[config.mk]
export PLATFORM = sky130hd
export DESIGN_NAME = space_filling_curve_key
export DESIGN_NICKNAME = d
export VERILOG_FILES = /design/src/rtl/core/sfck_pkg.sv /design/src/rtl/core/space_filling_curve_key.sv /design/src/rtl/core/sfck_hilbert_oct.sv /design/src/rtl/core/sfck_morton.sv
export SDC_FILE = /design/constraint.sdc
export NUM_CORES = 1
export LEC_CHECK = 0
export ABC_AREA = 1
export ABC_CLOCK_PERIOD_IN_PS = 6400
export BUFFER_PORTS_ARGS = -buffer_cell sky130_fd_sc_hd__buf_2
export CORE_ASPECT_RATIO = 1.4
export CORE_MARGIN = 3
export CORE_UTILIZATION = 55
export CTS_BUF_LIST = sky130_fd_sc_hd__clkbuf_4 sky130_fd_sc_hd__clkbuf_8
export DETAILED_ROUTE_END_ITERATION = 16
export PLACE_DENSITY_LB_ADDON = 0.3
export SYNTH_ARGS = -nofsm -noshare
export SYNTH_HDL_FRONTEND = slang
export SYNTH_SLANG_ARGS = --single-unit
[constraint.sdc]
create_clock -name clk -period 6.4 [get_ports clk]
set_input_delay 0.32 -clock clk [delete_from_list [all_inputs] [get_ports clk]]
set_output_delay 0.32 -clock clk [all_outputs]
set_load 0.05 [all_outputs]
[src/rtl/core/sfck_pkg.sv]
// ============================================================================
// sfck_pkg
// Shared types, codes and helpers for the space-filling-curve key generator.
// ============================================================================
`default_nettype none

package sfck_pkg;

    // Field widths
    localparam int COORD_BITS = 21;
    localparam int TAG_BITS   = 16;
    localparam int KEY_BITS   = 63;
    localparam int MAX_ORDER  = 16;
    localparam int ORD_BITS   = 5;
    localparam int HKEY_BITS  = 2 * MAX_ORDER;

    // Configuration port
    localparam int CFG_IDX_BITS  = 4;
    localparam int CFG_DATA_BITS = 5;

    localparam logic [CFG_IDX_BITS-1:0] CFG_CURVE_MODE  = CFG_IDX_BITS'(0);
    localparam logic [CFG_IDX_BITS-1:0] CFG_CURVE_ORDER = CFG_IDX_BITS'(1);

    localparam logic [ORD_BITS-1:0] ORDER_RESET = ORD_BITS'(MAX_ORDER);

    // Curve selection
    typedef enum logic [1:0] {
        MODE_HILBERT_2D = 2'd0,
        MODE_HILBERT_3D = 2'd1,
        MODE_MORTON_2D  = 2'd2,
        MODE_MORTON_3D  = 2'd3
    } mode_t;

    // Hilbert walk orientation: swap x/y, then complement both
    typedef struct packed {
        logic swap;
        logic inv;
    } hs_t;

    // Clamp the order register to 1..MAX_ORDER
    function automatic logic [ORD_BITS-1:0] eff_order(input logic [ORD_BITS-1:0] ord);
        logic [ORD_BITS-1:0] res;
        if (ord == '0) begin
            res = ORD_BITS'(1);
        end
        else if (ord > ORD_BITS'(MAX_ORDER)) begin
            res = ORD_BITS'(MAX_ORDER);
        end
        else begin
            res = ord;
        end
        return res;
    endfunction

    // Low-bit mask of a valid (1..16) order
    function automatic logic [MAX_ORDER-1:0] order_mask(input logic [ORD_BITS-1:0] ord);
        logic [MAX_ORDER:0] m;
        m = ((MAX_ORDER+1)'(1) << ord) - (MAX_ORDER+1)'(1);
        return m[MAX_ORDER-1:0];
    endfunction

endpackage : sfck_pkg

`default_nettype wire

[src/rtl/core/space_filling_curve_key.sv]
// ============================================================================
// space_filling_curve_key
// Grid point to space-filling-curve key: 2D Hilbert, simplified 3D Hilbert,
// 2D Morton or 3D Morton, with a tag carried alongside.
// Pipeline: an accepted item passes the input, mid and result regs in order,
// and out_valid rises when it reaches the result regs. Throughput: one item
// per cycle unless out_ready low stalls a full pipeline; the Hilbert walk is
// split into two eight-level halves, one per pipeline stage, which sets the depth.
// Reset: pipeline emptied, curve_mode = Hilbert 2D, curve order = 16.
// ============================================================================
`default_nettype none

module space_filling_curve_key
    import sfck_pkg::*;
(
    input  wire logic                     clk,
    input  wire logic                     rst_n,
    // configuration
    input  wire logic                     cfg_write,
    input  wire logic [CFG_IDX_BITS-1:0]  cfg_index,
    input  wire logic [CFG_DATA_BITS-1:0] cfg_data,
    // input items
    input  wire logic                     in_valid,
    output logic                          in_ready,
    input  wire logic [COORD_BITS-1:0]    coord_x,
    input  wire logic [COORD_BITS-1:0]    coord_y,
    input  wire logic [COORD_BITS-1:0]    coord_z,
    input  wire logic [TAG_BITS-1:0]      point_tag,
    // result items
    output logic                          out_valid,
    input  wire logic                     out_ready,
    output logic [KEY_BITS-1:0]           curve_key,
    output logic [TAG_BITS-1:0]           tag_out
);

    // Configuration registers
    mode_t               curve_mode_reg;
    logic [ORD_BITS-1:0] curve_order_reg;

    always_ff @(posedge clk or negedge rst_n)
    begin
        if (!rst_n)
        begin
            curve_mode_reg  <= MODE_HILBERT_2D;
            curve_order_reg <= ORDER_RESET;
        end
        else if (cfg_write)
        begin
            case (cfg_index)
                CFG_CURVE_MODE:  curve_mode_reg  <= mode_t'(cfg_data[1:0]);
                CFG_CURVE_ORDER: curve_order_reg <= cfg_data;
                default:         ;
            endcase
        end
    end

    logic [ORD_BITS-1:0]  ord;
    logic [MAX_ORDER-1:0] omask;

    assign ord   = eff_order(curve_order_reg);
    assign omask = order_mask(ord);

    // Pipeline control
    logic s1_valid_reg;
    logic s2_valid_reg;
    logic out_valid_reg;
    logic out_load;
    logic s2_ready;
    logic s1_ready;

    assign out_load = !out_valid_reg || out_ready;
    assign s2_ready = !s2_valid_reg || out_load;
    assign s1_ready = !s1_valid_reg || s2_ready;
    assign in_ready = s1_ready;

    always_ff @(posedge clk or negedge rst_n)
    begin
        if (!rst_n)
        begin
            s1_valid_reg  <= 1'b0;
            s2_valid_reg  <= 1'b0;
            out_valid_reg <= 1'b0;
        end
        else
        begin
            if (s1_ready)
            begin
                s1_valid_reg <= in_valid;
            end
            if (s2_ready)
            begin
                s2_valid_reg <= s1_valid_reg;
            end
            if (out_load)
            begin
                out_valid_reg <= s2_valid_reg;
            end
        end
    end

    // Stage 1: input register
    logic [COORD_BITS-1:0] s1_x_reg;
    logic [COORD_BITS-1:0] s1_y_reg;
    logic [COORD_BITS-1:0] s1_z_reg;
    logic [TAG_BITS-1:0]   s1_tag_reg;

    always_ff @(posedge clk)
    begin
        if (in_valid && s1_ready)
        begin
            s1_x_reg   <= coord_x;
            s1_y_reg   <= coord_y;
            s1_z_reg   <= coord_z;
            s1_tag_reg <= point_tag;
        end
    end

    // Upper half of the Hilbert walk (bits 15..8)
    logic [MAX_ORDER-1:0] s1_hx;
    logic [MAX_ORDER-1:0] s1_hy;
    logic [15:0]          hkey_hi_next;
    hs_t                  hs_mid_next;

    assign s1_hx = s1_x_reg[MAX_ORDER-1:0] & omask;
    assign s1_hy = s1_y_reg[MAX_ORDER-1:0] & omask;

    sfck_hilbert_oct u_hil_hi (
        .x_bits (s1_hx[15:8]),
        .y_bits (s1_hy[15:8]),
        .ord    (ord),
        .upper  (1'b1),
        .hs_in  ('0),
        .digits (hkey_hi_next),
        .hs_out (hs_mid_next)
    );

    // Stage 2: mid register
    logic [COORD_BITS-1:0] s2_x_reg;
    logic [COORD_BITS-1:0] s2_y_reg;
    logic [COORD_BITS-1:0] s2_z_reg;
    logic [TAG_BITS-1:0]   s2_tag_reg;
    logic [15:0]           s2_hkey_hi_reg;
    hs_t                   s2_hs_reg;

    always_ff @(posedge clk)
    begin
        if (s1_valid_reg && s2_ready)
        begin
            s2_x_reg       <= s1_x_reg;
            s2_y_reg       <= s1_y_reg;
            s2_z_reg       <= s1_z_reg;
            s2_tag_reg     <= s1_tag_reg;
            s2_hkey_hi_reg <= hkey_hi_next;
            s2_hs_reg      <= hs_mid_next;
        end
    end

    // Lower half of the Hilbert walk (bits 7..0)
    logic [15:0]          hkey_lo;
    hs_t                  hs_end;
    logic [HKEY_BITS-1:0] hkey;
    logic [MAX_ORDER-1:0] s2_hz;
    logic [KEY_BITS-1:0]  z_part;
    logic [KEY_BITS-1:0]  morton_key;
    logic [KEY_BITS-1:0]  curve_key_next;

    sfck_hilbert_oct u_hil_lo (
        .x_bits (s2_x_reg[7:0] & omask[7:0]),
        .y_bits (s2_y_reg[7:0] & omask[7:0]),
        .ord    (ord),
        .upper  (1'b0),
        .hs_in  (s2_hs_reg),
        .digits (hkey_lo),
        .hs_out (hs_end)
    );

    assign hkey   = {s2_hkey_hi_reg, hkey_lo};
    assign s2_hz  = s2_z_reg[MAX_ORDER-1:0] & omask;
    // z sits above the 2*order Hilbert bits, so the add is an OR
    assign z_part = KEY_BITS'(s2_hz) << {ord, 1'b0};

    sfck_morton u_morton (
        .x       (s2_x_reg),
        .y       (s2_y_reg),
        .z       (s2_z_reg),
        .three_d (curve_mode_reg == MODE_MORTON_3D),
        .key     (morton_key)
    );

    // Curve select
    always_comb
    begin
        case (curve_mode_reg)
            MODE_HILBERT_2D: curve_key_next = KEY_BITS'(hkey);
            MODE_HILBERT_3D: curve_key_next = KEY_BITS'(hkey) | z_part;
            default:         curve_key_next = morton_key;
        endcase
    end

    // Stage 3: result register
    logic [KEY_BITS-1:0] curve_key_reg;
    logic [TAG_BITS-1:0] tag_out_reg;

    always_ff @(posedge clk)
    begin
        if (s2_valid_reg && out_load)
        begin
            curve_key_reg <= curve_key_next;
            tag_out_reg   <= s2_tag_reg;
        end
    end

    assign out_valid = out_valid_reg;
    assign curve_key = curve_key_reg;
    assign tag_out   = tag_out_reg;

    // Checks
    a_hil2d_width: assert property (@(posedge clk) disable iff (!rst_n)
        out_valid && curve_mode_reg == MODE_HILBERT_2D
        |-> (curve_key >> {ord, 1'b0}) == '0)
        else $error("2D Hilbert key exceeds 2*order bits");

    a_mor2d_width: assert property (@(posedge clk) disable iff (!rst_n)
        out_valid && curve_mode_reg == MODE_MORTON_2D
        |-> curve_key[KEY_BITS-1:2*COORD_BITS] == '0)
        else $error("2D Morton key exceeds 42 bits");

    a_mid_hold: assert property (@(posedge clk) disable iff (!rst_n)
        s2_valid_reg && !out_load |=> s2_valid_reg)
        else $error("mid stage item lost while output stalled");

    a_full_only: assert property (@(posedge clk) disable iff (!rst_n)
        !in_ready |-> s1_valid_reg && s2_valid_reg && out_valid_reg)
        else $error("input stalled with a free pipeline slot");

endmodule : space_filling_curve_key

`default_nettype wire

[src/rtl/core/sfck_hilbert_oct.sv]
// ============================================================================
// sfck_hilbert_oct
// Eight levels of the 2D Hilbert walk, top bit first. Levels at or above the
// configured order emit a zero digit and leave the orientation untouched.
// ============================================================================
`default_nettype none

module sfck_hilbert_oct
    import sfck_pkg::*;
(
    input  wire logic [7:0]          x_bits,
    input  wire logic [7:0]          y_bits,
    input  wire logic [ORD_BITS-1:0] ord,
    input  wire logic                upper,
    input  wire hs_t                 hs_in,
    output logic [15:0]              digits,
    output hs_t                      hs_out
);

    // Walk from bit 7 down to bit 0 of this octet
    always_comb
    begin
        hs_t        st;
        logic       a;
        logic       b;
        logic       active;
        logic [3:0] lvl;
        st     = hs_in;
        digits = '0;
        for (int j = 7; j >= 0; j--)
        begin
            lvl    = {upper, 3'(j)};
            active = ({1'b0, lvl} < ord);
            // current x/y bits under the accumulated orientation
            a = (st.swap ? y_bits[j] : x_bits[j]) ^ st.inv;
            b = (st.swap ? x_bits[j] : y_bits[j]) ^ st.inv;
            if (active)
            begin
                digits[2*j+1] = a;
                digits[2*j]   = a ^ b;
                if (!b)
                begin
                    st.inv  = st.inv ^ a;
                    st.swap = ~st.swap;
                end
            end
        end
        hs_out = st;
    end

endmodule : sfck_hilbert_oct

`default_nettype wire

[src/rtl/core/sfck_morton.sv]
// ============================================================================
// sfck_morton
// Morton (Z-order) bit interleave of the grid coordinates, 2D or 3D.
// ============================================================================
`default_nettype none

module sfck_morton
    import sfck_pkg::*;
(
    input  wire logic [COORD_BITS-1:0] x,
    input  wire logic [COORD_BITS-1:0] y,
    input  wire logic [COORD_BITS-1:0] z,
    input  wire logic                  three_d,
    output logic [KEY_BITS-1:0]        key
);

    logic [2*COORD_BITS-1:0] key2;
    logic [3*COORD_BITS-1:0] key3;

    // Interleave: 2D puts x at even bits, 3D places x, y, z every third bit
    always_comb
    begin
        key2 = '0;
        key3 = '0;
        for (int i = 0; i < COORD_BITS; i++)
        begin
            key2[2*i]   = x[i];
            key2[2*i+1] = y[i];
            key3[3*i]   = x[i];
            key3[3*i+1] = y[i];
            key3[3*i+2] = z[i];
        end
    end

    assign key = three_d ? KEY_BITS'(key3) : KEY_BITS'(key2);

endmodule : sfck_morton

`default_nettype wire
==> results.sh, run 1 <==
export IMPL_cts_clk_slew_worst_paths_ps=60
export IMPL_clock_sinks=265
export IMPL_crit_arrival_ps=6110
export IMPL_tightestPinTransition_ps=1000
export IMPL_post_cts_buffers=0
export IMPL_critPathCaptureType="register"
export IMPL_drt_iter0_drc=736
export IMPL_grt_ovfl_total=0
export IMPL_synth_async_reset_ratio_pct=3.77
export IMPL_die_area_um2=24800
export IMPL_setup_viol=0
export IMPL_min_period_ps=5800
export IMPL_setup_tns_ps=0
export IMPL_syn_nets=1308
export IMPL_hold_viol_final=0
export IMPL_numCtsBuffers=39
export IMPL_cpMostUsedCell="nand3_1"
export IMPL_synthToLayoutAreaGrowth_pct=22.5
export IMPL_grt_pass1_vias=9821
export IMPL_ios=174
export IMPL_die_h_um=185
export IMPL_first_pass_iters=6
export IMPL_slew_viol_final=0
export IMPL_grt_pass1_wl_um=53000
export IMPL_slew_headroom_pct=33.0
export IMPL_hold_ws_ps=32.4
export IMPL_gp_congestion=0.985
export IMPL_drc=0
export IMPL_vias=10004
export IMPL_finalInstanceArea_um2=15400
export IMPL_cpPeakStageDelay_ps=730
export IMPL_utilization_pct=69.6
export IMPL_start_util_pct=56.8
export IMPL_num_rows=64
export IMPL_cts_tree="yes"
export IMPL_synth_top_cell_area_share_pct=60.8
export IMPL_wl_met2_um=18300
export IMPL_core_um2=22200
export IMPL_wire_per_inst_um=19.1
export IMPL_grt_max_degree=76
export IMPL_synth_edff_count=255
export IMPL_drtAntennaViolNets=0
export IMPL_ff2ff_setup_slack_ps=600
export IMPL_syn_avg_cell_area_um2=10.4
export IMPL_syn_area_um2=12600
export IMPL_ys_ff_latch=265
export IMPL_finalCritPeriodShare_pct=90.7
export IMPL_cp_max_fo=14
export IMPL_grt_use_total_pct=28.1
export IMPL_netlist_top_cells_count="edfxtp_1, nand2_1, inv_1"
export IMPL_insertion_delay_ps=550
export IMPL_ys_warn_count=0
export IMPL_fillers=1667
export IMPL_top_layer_used="met4"
export IMPL_critPathLaunchType="register"
export IMPL_critPathKind="register to register"
export IMPL_grt_setup_unrepaired="false"
export IMPL_num_nets_final=1586
export IMPL_die_x_um=134
export IMPL_largest_reg_flops=63
export IMPL_ys_seq_area_share_pct=62.8
export IMPL_place_area_um2=13800
export IMPL_hpwl_um=24200
export IMPL_slowest_stage="dfstp_4"
export IMPL_synth_flop_cell="edfxtp_1"
export IMPL_synth_most_common_cell="edfxtp_1"
export IMPL_antenna_found_initial=0
export IMPL_port_buffers=173
export IMPL_vias_per_cell=5.50
export IMPL_min_path_type="primary input to register"
export IMPL_cap_viol_max_count=0
export IMPL_synth_distinct_cells=53
export IMPL_wl_met3_um=2080
export IMPL_yosys_area_top_type="edfxtp_1"
export IMPL_clockBufferDepth=3
export IMPL_fin_worst_skew_ps=18.7
export IMPL_root_buffer="clkbuf_8"
export IMPL_h_tree_depth=2
export IMPL_wl_met1_um=12600
export IMPL_drt_total_wl_um=34800
export IMPL_outcome="complete, no violations"
export IMPL_crit_required_ps=6710
export IMPL_synthCells=1213
export IMPL_yosys_top_cells_area="edfxtp_1, nand2_1, nand3_1"
export IMPL_antennaDiodeCount=0
export IMPL_drive_above_1_share_pct=23.9
export IMPL_max_freq_mhz=172
## stage by stage
| stage | setup slack [ps] | instances |
|---|---|---|
| 2_1_floorplan | 1340 | 1213 |
| 3_3_place_gp | 614 | 1666 |
| 3_5_place_dp | 460 | 1666 |
| 4_1_cts | 434 | 1818 |
| 5_1_grt | 5.14 | 1818 |
| 6_report | 598 | 1818 |
## worst max-delay path: cells and delay by family, from the launching register on
family	cells	cell delay, ps
AOI/OAI and AO/OA	1	80
and+or+nand+nor	38	3790
buffers and inverters	6	730
DFF	1	730
adders and majority gates	1	220
## kinds of logic after synthesis
| family | share of synthesized area [%] |
|---|---|
| adder cells (fa/ha/maj) | 0.199 |
| XOR/XNOR | 1.18 |
| AND/OR/NAND/NOR | 20.8 |
| multiplexers | 0.477 |
| other | 0.0298 |
| AO/OA/AOI/OAI | 8.54 |
| flip-flops | 62.8 |
| buffers and inverters | 5.93 |
## final cells by class
cell class / count / area (um^2) / area share, %
Sequential cell: 265 / 7910 / 51.3
Multi-Input combinational cell: 760 / 3970 / 25.7
Timing Repair Buffer: 269 / 1790 / 11.6
Clock buffer: 52 / 641 / 4.15
Inverter: 156 / 592 / 3.84
Tap cell: 297 / 372 / 2.41
Clock inverter: 19 / 159 / 1.03
## path summary, 6_finish.rpt
check	end	depth (start not counted)	startpoint
worst min-delay path	curve_order_reg[2]	3	cfg_data[2]
min in group asynchronous	s1_valid_reg	2	rst_n
worst min register to register	s2_x_reg[2]	0	s1_x_reg[2]
worst max-delay path	s2_hs_reg[0]	46	curve_order_reg[4]
max in group asynchronous	curve_order_reg[4]	2	rst_n
worst max register to register	s2_hs_reg[0]	46	curve_order_reg[4]
## per-layer routing
metal,GRT usage [%],up-vias
li1,-,4743
met1,32.7,4707
met2,50.9,447
met3,3.78,107
met4,14.0,0
met5,0,-
## timing repair
| item | CTS | global route |
|---|---|---|
| gates resized for setup | 0 | 5 |
| endpoints found under the hold margin | 90 | 0 |
| setup endpoints to repair | 0 | 5 |
| hold buffers | 81 | 0 |
## cells in the final DEF, fill, tap and decap left out, drive strengths merged
cell	Yosys	layout
or2	3	3
nand2	293	293
edfxtp	255	255
nor2	91	91
a21oi	50	50
o31ai	1	1
xnor2	3	3
a221o	1	1
inv	149	150
bufinv	0	2
nand3	144	144
clkbuf	21	52
nand3b	2	2
o21a	2	2
xor2	14	14
dfstp	1	1
a31oi	2	2
dlygate4sd3	0	81
a32oi	3	3
o311ai	4	4
o221ai	5	5
o211ai	8	8
nor3	2	2
a22oi	1	1
mux2i	6	6
buf	11	188
a2bb2oi	2	2
dfrtp	9	9
nand4	12	12
and2	1	1
conb	1	1
o22ai	10	10
clkinv	7	23
o32ai	2	2
ha	2	2
o21ai	95	95
Power of run 1 is left out: the tool's default activity adds up to more than one toggle a clock period on the data nets, which glitch-free logic cannot reach.
==> run 2: changes to the inputs <==
Settings changed: ABC_CLOCK_PERIOD_IN_PS 6400 to 5100, CORE_UTILIZATION 55 to 54.
Clock period 6.4 ns to 5.1 ns, I/O delays scaled along.
==> run 2 against run 1 <==
Compared with the run above: the flow now finishes with violations (negative setup slack); final cell count up 4.5%; fmax grew 10%; utilization up 4.6 points; global-route usage is 0.35 points lower; routed wire length up 6.2%; critical endpoint unchanged; largest cell class unchanged.
==> results.sh, run 2 (synthesized netlist as in run 1, its figures left out) <==
export IMPL_crit_arrival_ps=5600
export IMPL_root_buffer="clkbuf_8"
export IMPL_grt_ovfl_total=0
export IMPL_cpPeakStageDelay_ps=630
export IMPL_gr_usage_met1_pct=30.8
export IMPL_drc=0
export IMPL_busiest_layer="met2"
export IMPL_die_h_um=187
export IMPL_slew_headroom_pct=28.1
export IMPL_gp_congestion=0.975
export IMPL_largest_reg_flops=63
export IMPL_die_x_um=135
export IMPL_setup_ws_ps=-170
export IMPL_drt_iter0_drc=638
export IMPL_cts_clk_slew_worst_paths_ps=60
export IMPL_grt_max_degree=80
export IMPL_final_common_cell="edfxtp_1"
export IMPL_die_area_um2=25200
export IMPL_insertion_delay_ps=560
export IMPL_setup_viol=3
export IMPL_hold_viol_final=0
export IMPL_num_rows=65
export IMPL_grt_use_total_pct=27.7
export IMPL_gr_usage_met2_pct=49.0
export IMPL_max_freq_mhz=190
export IMPL_hold_ws_ps=62.5
export IMPL_cpMostUsedCell="nand2_4"
export IMPL_core_um2=22800
export IMPL_ios=174
export IMPL_regArea_um2=7910
export IMPL_hpwl_um=24000
export IMPL_pre_cts_slack_ps=-107
export IMPL_fin_worst_skew_ps=27.3
export IMPL_grt_setup_unrepaired="true"
export IMPL_crit_required_ps=5430
export IMPL_critPathKind="register to register"
export IMPL_drt_total_wl_um=36900
export IMPL_vias_per_cell=5.51
export IMPL_slowest_stage="dfstp_2"
export IMPL_finalCritPeriodShare_pct=103
export IMPL_first_pass_iters=7
export IMPL_start_util_pct=55.3
export IMPL_vias=10466
export IMPL_drive_above_1_share_pct=33.8
export IMPL_antenna_found_initial=2
export IMPL_cts_tree="yes"
export IMPL_fillers=1534
export IMPL_port_buffers=173
export IMPL_h_tree_depth=2
export IMPL_num_nets_final=1663
export IMPL_min_period_ps=5270
export IMPL_wire_per_inst_um=19.4
export IMPL_numCtsBuffers=39
export IMPL_multi_input_area_um2=4840
export IMPL_tightestPinTransition_ps=1080
export IMPL_clockBufferDepth=3
export IMPL_grt_pass1_vias=10384
export IMPL_layout_common_cells="edfxtp_1, nand2_1, buf_2, inv_1, dlygate4sd3_1"
export IMPL_slew_viol_final=0
export IMPL_cap_viol_max_count=0
export IMPL_clock_sinks=265
export IMPL_setup_tns_ps=-489
export IMPL_min_path_type="primary input to register"
export IMPL_critPathLaunchType="register"
export IMPL_cp_max_fo=5
export IMPL_outcome="finished with violations"
export IMPL_synthToLayoutAreaGrowth_pct=34.0
export IMPL_grt_pass1_wl_um=53900
export IMPL_use_met3_pct=4.23
export IMPL_drtAntennaViolNets=0
export IMPL_violations="negative setup slack"
export IMPL_critPathCaptureType="register"
[run 2: cell count changes in the layout (fill, tap and decap cells not counted), moves of 3 or more]
cell           previous run  this run
buf_4                    15        82
nand3_1                 125        71
nand2_1                 245       206
nand2_4                   5        41
nand3_4                   2        31
nand3_2                  17        42
dlygate4sd3_1            81        87
inv_1                   131       125
inv_2                    15        20
nand4_2                   3         0
nand4_4                   0         3
nor2_4                    2         5
o21ai_1                  10         7
[run 2: what timing repair did]
action / CTS / global route
endpoints found under the hold margin: 98 / 0
hold buffers: 87 / 0
pin swaps: 6 / 88
endpoints found under the setup margin: 3 / 8
gates resized for setup: 13 / 181
buffers inserted: 1 / 23
[run 2: final cells by class]
class                   count  share of cell area, %
inverters                 156                   3.54
clock buffers              51                   3.75
multi-input cells         760                   28.7
clock inverters            18                  0.645
well taps                 301                   2.23
diodes                      2                 0.0296
flip-flops and latches    265                   46.8
repair buffers            346                   14.3
[run 2: final timing paths]
| check | from | end | slack (ps) | depth (start not counted) |
|---|---|---|---|---|
| setup / recovery | curve_order_reg[4] | s2_hs_reg[0] | -170 | 45 |
| hold / removal | cfg_write | curve_mode_reg[0] | 60 | 3 |
| setup reg to reg | curve_order_reg[4] | s2_hs_reg[0] | -170 | 45 |
| hold reg to reg | s1_z_reg[7] | s2_z_reg[7] | 410 | 0 |
| max in group asynchronous | rst_n | curve_order_reg[4] | 4720 | 2 |
| min in group asynchronous | rst_n | s1_valid_reg | 110 | 2 |
[run 2: metrics by stage]
stage          util (%)  cells  area (um^2)
2_1_floorplan         -   1213        12600
3_3_place_gp       62.2   1717        14200
3_5_place_dp       62.2   1717        14200
4_1_cts            69.6   1874        15800
5_1_grt            74.1   1899        16900
6_report           74.1   1899        16900
[run 2: worst max-delay path, delay by kind of cell (launching register included)]
| kind | cells | cell delay, ps |
|---|---|---|
| adders and majority gates | 1 | 170 |
| buffers and inverters | 7 | 530 |
| DFF | 1 | 630 |
| and+or+nand+nor | 37 | 3650 |
[run 2: per-layer routing]
| metal | wire length [um] | vias up |
|---|---|---|
| met5 | 0 | - |
| met4 | 2810 | 0 |
| met3 | 2180 | 174 |
| met2 | 19200 | 471 |
| met1 | 12800 | 4911 |
| li1 | - | 4910 |
Power of run 2 is left out for the same reason.
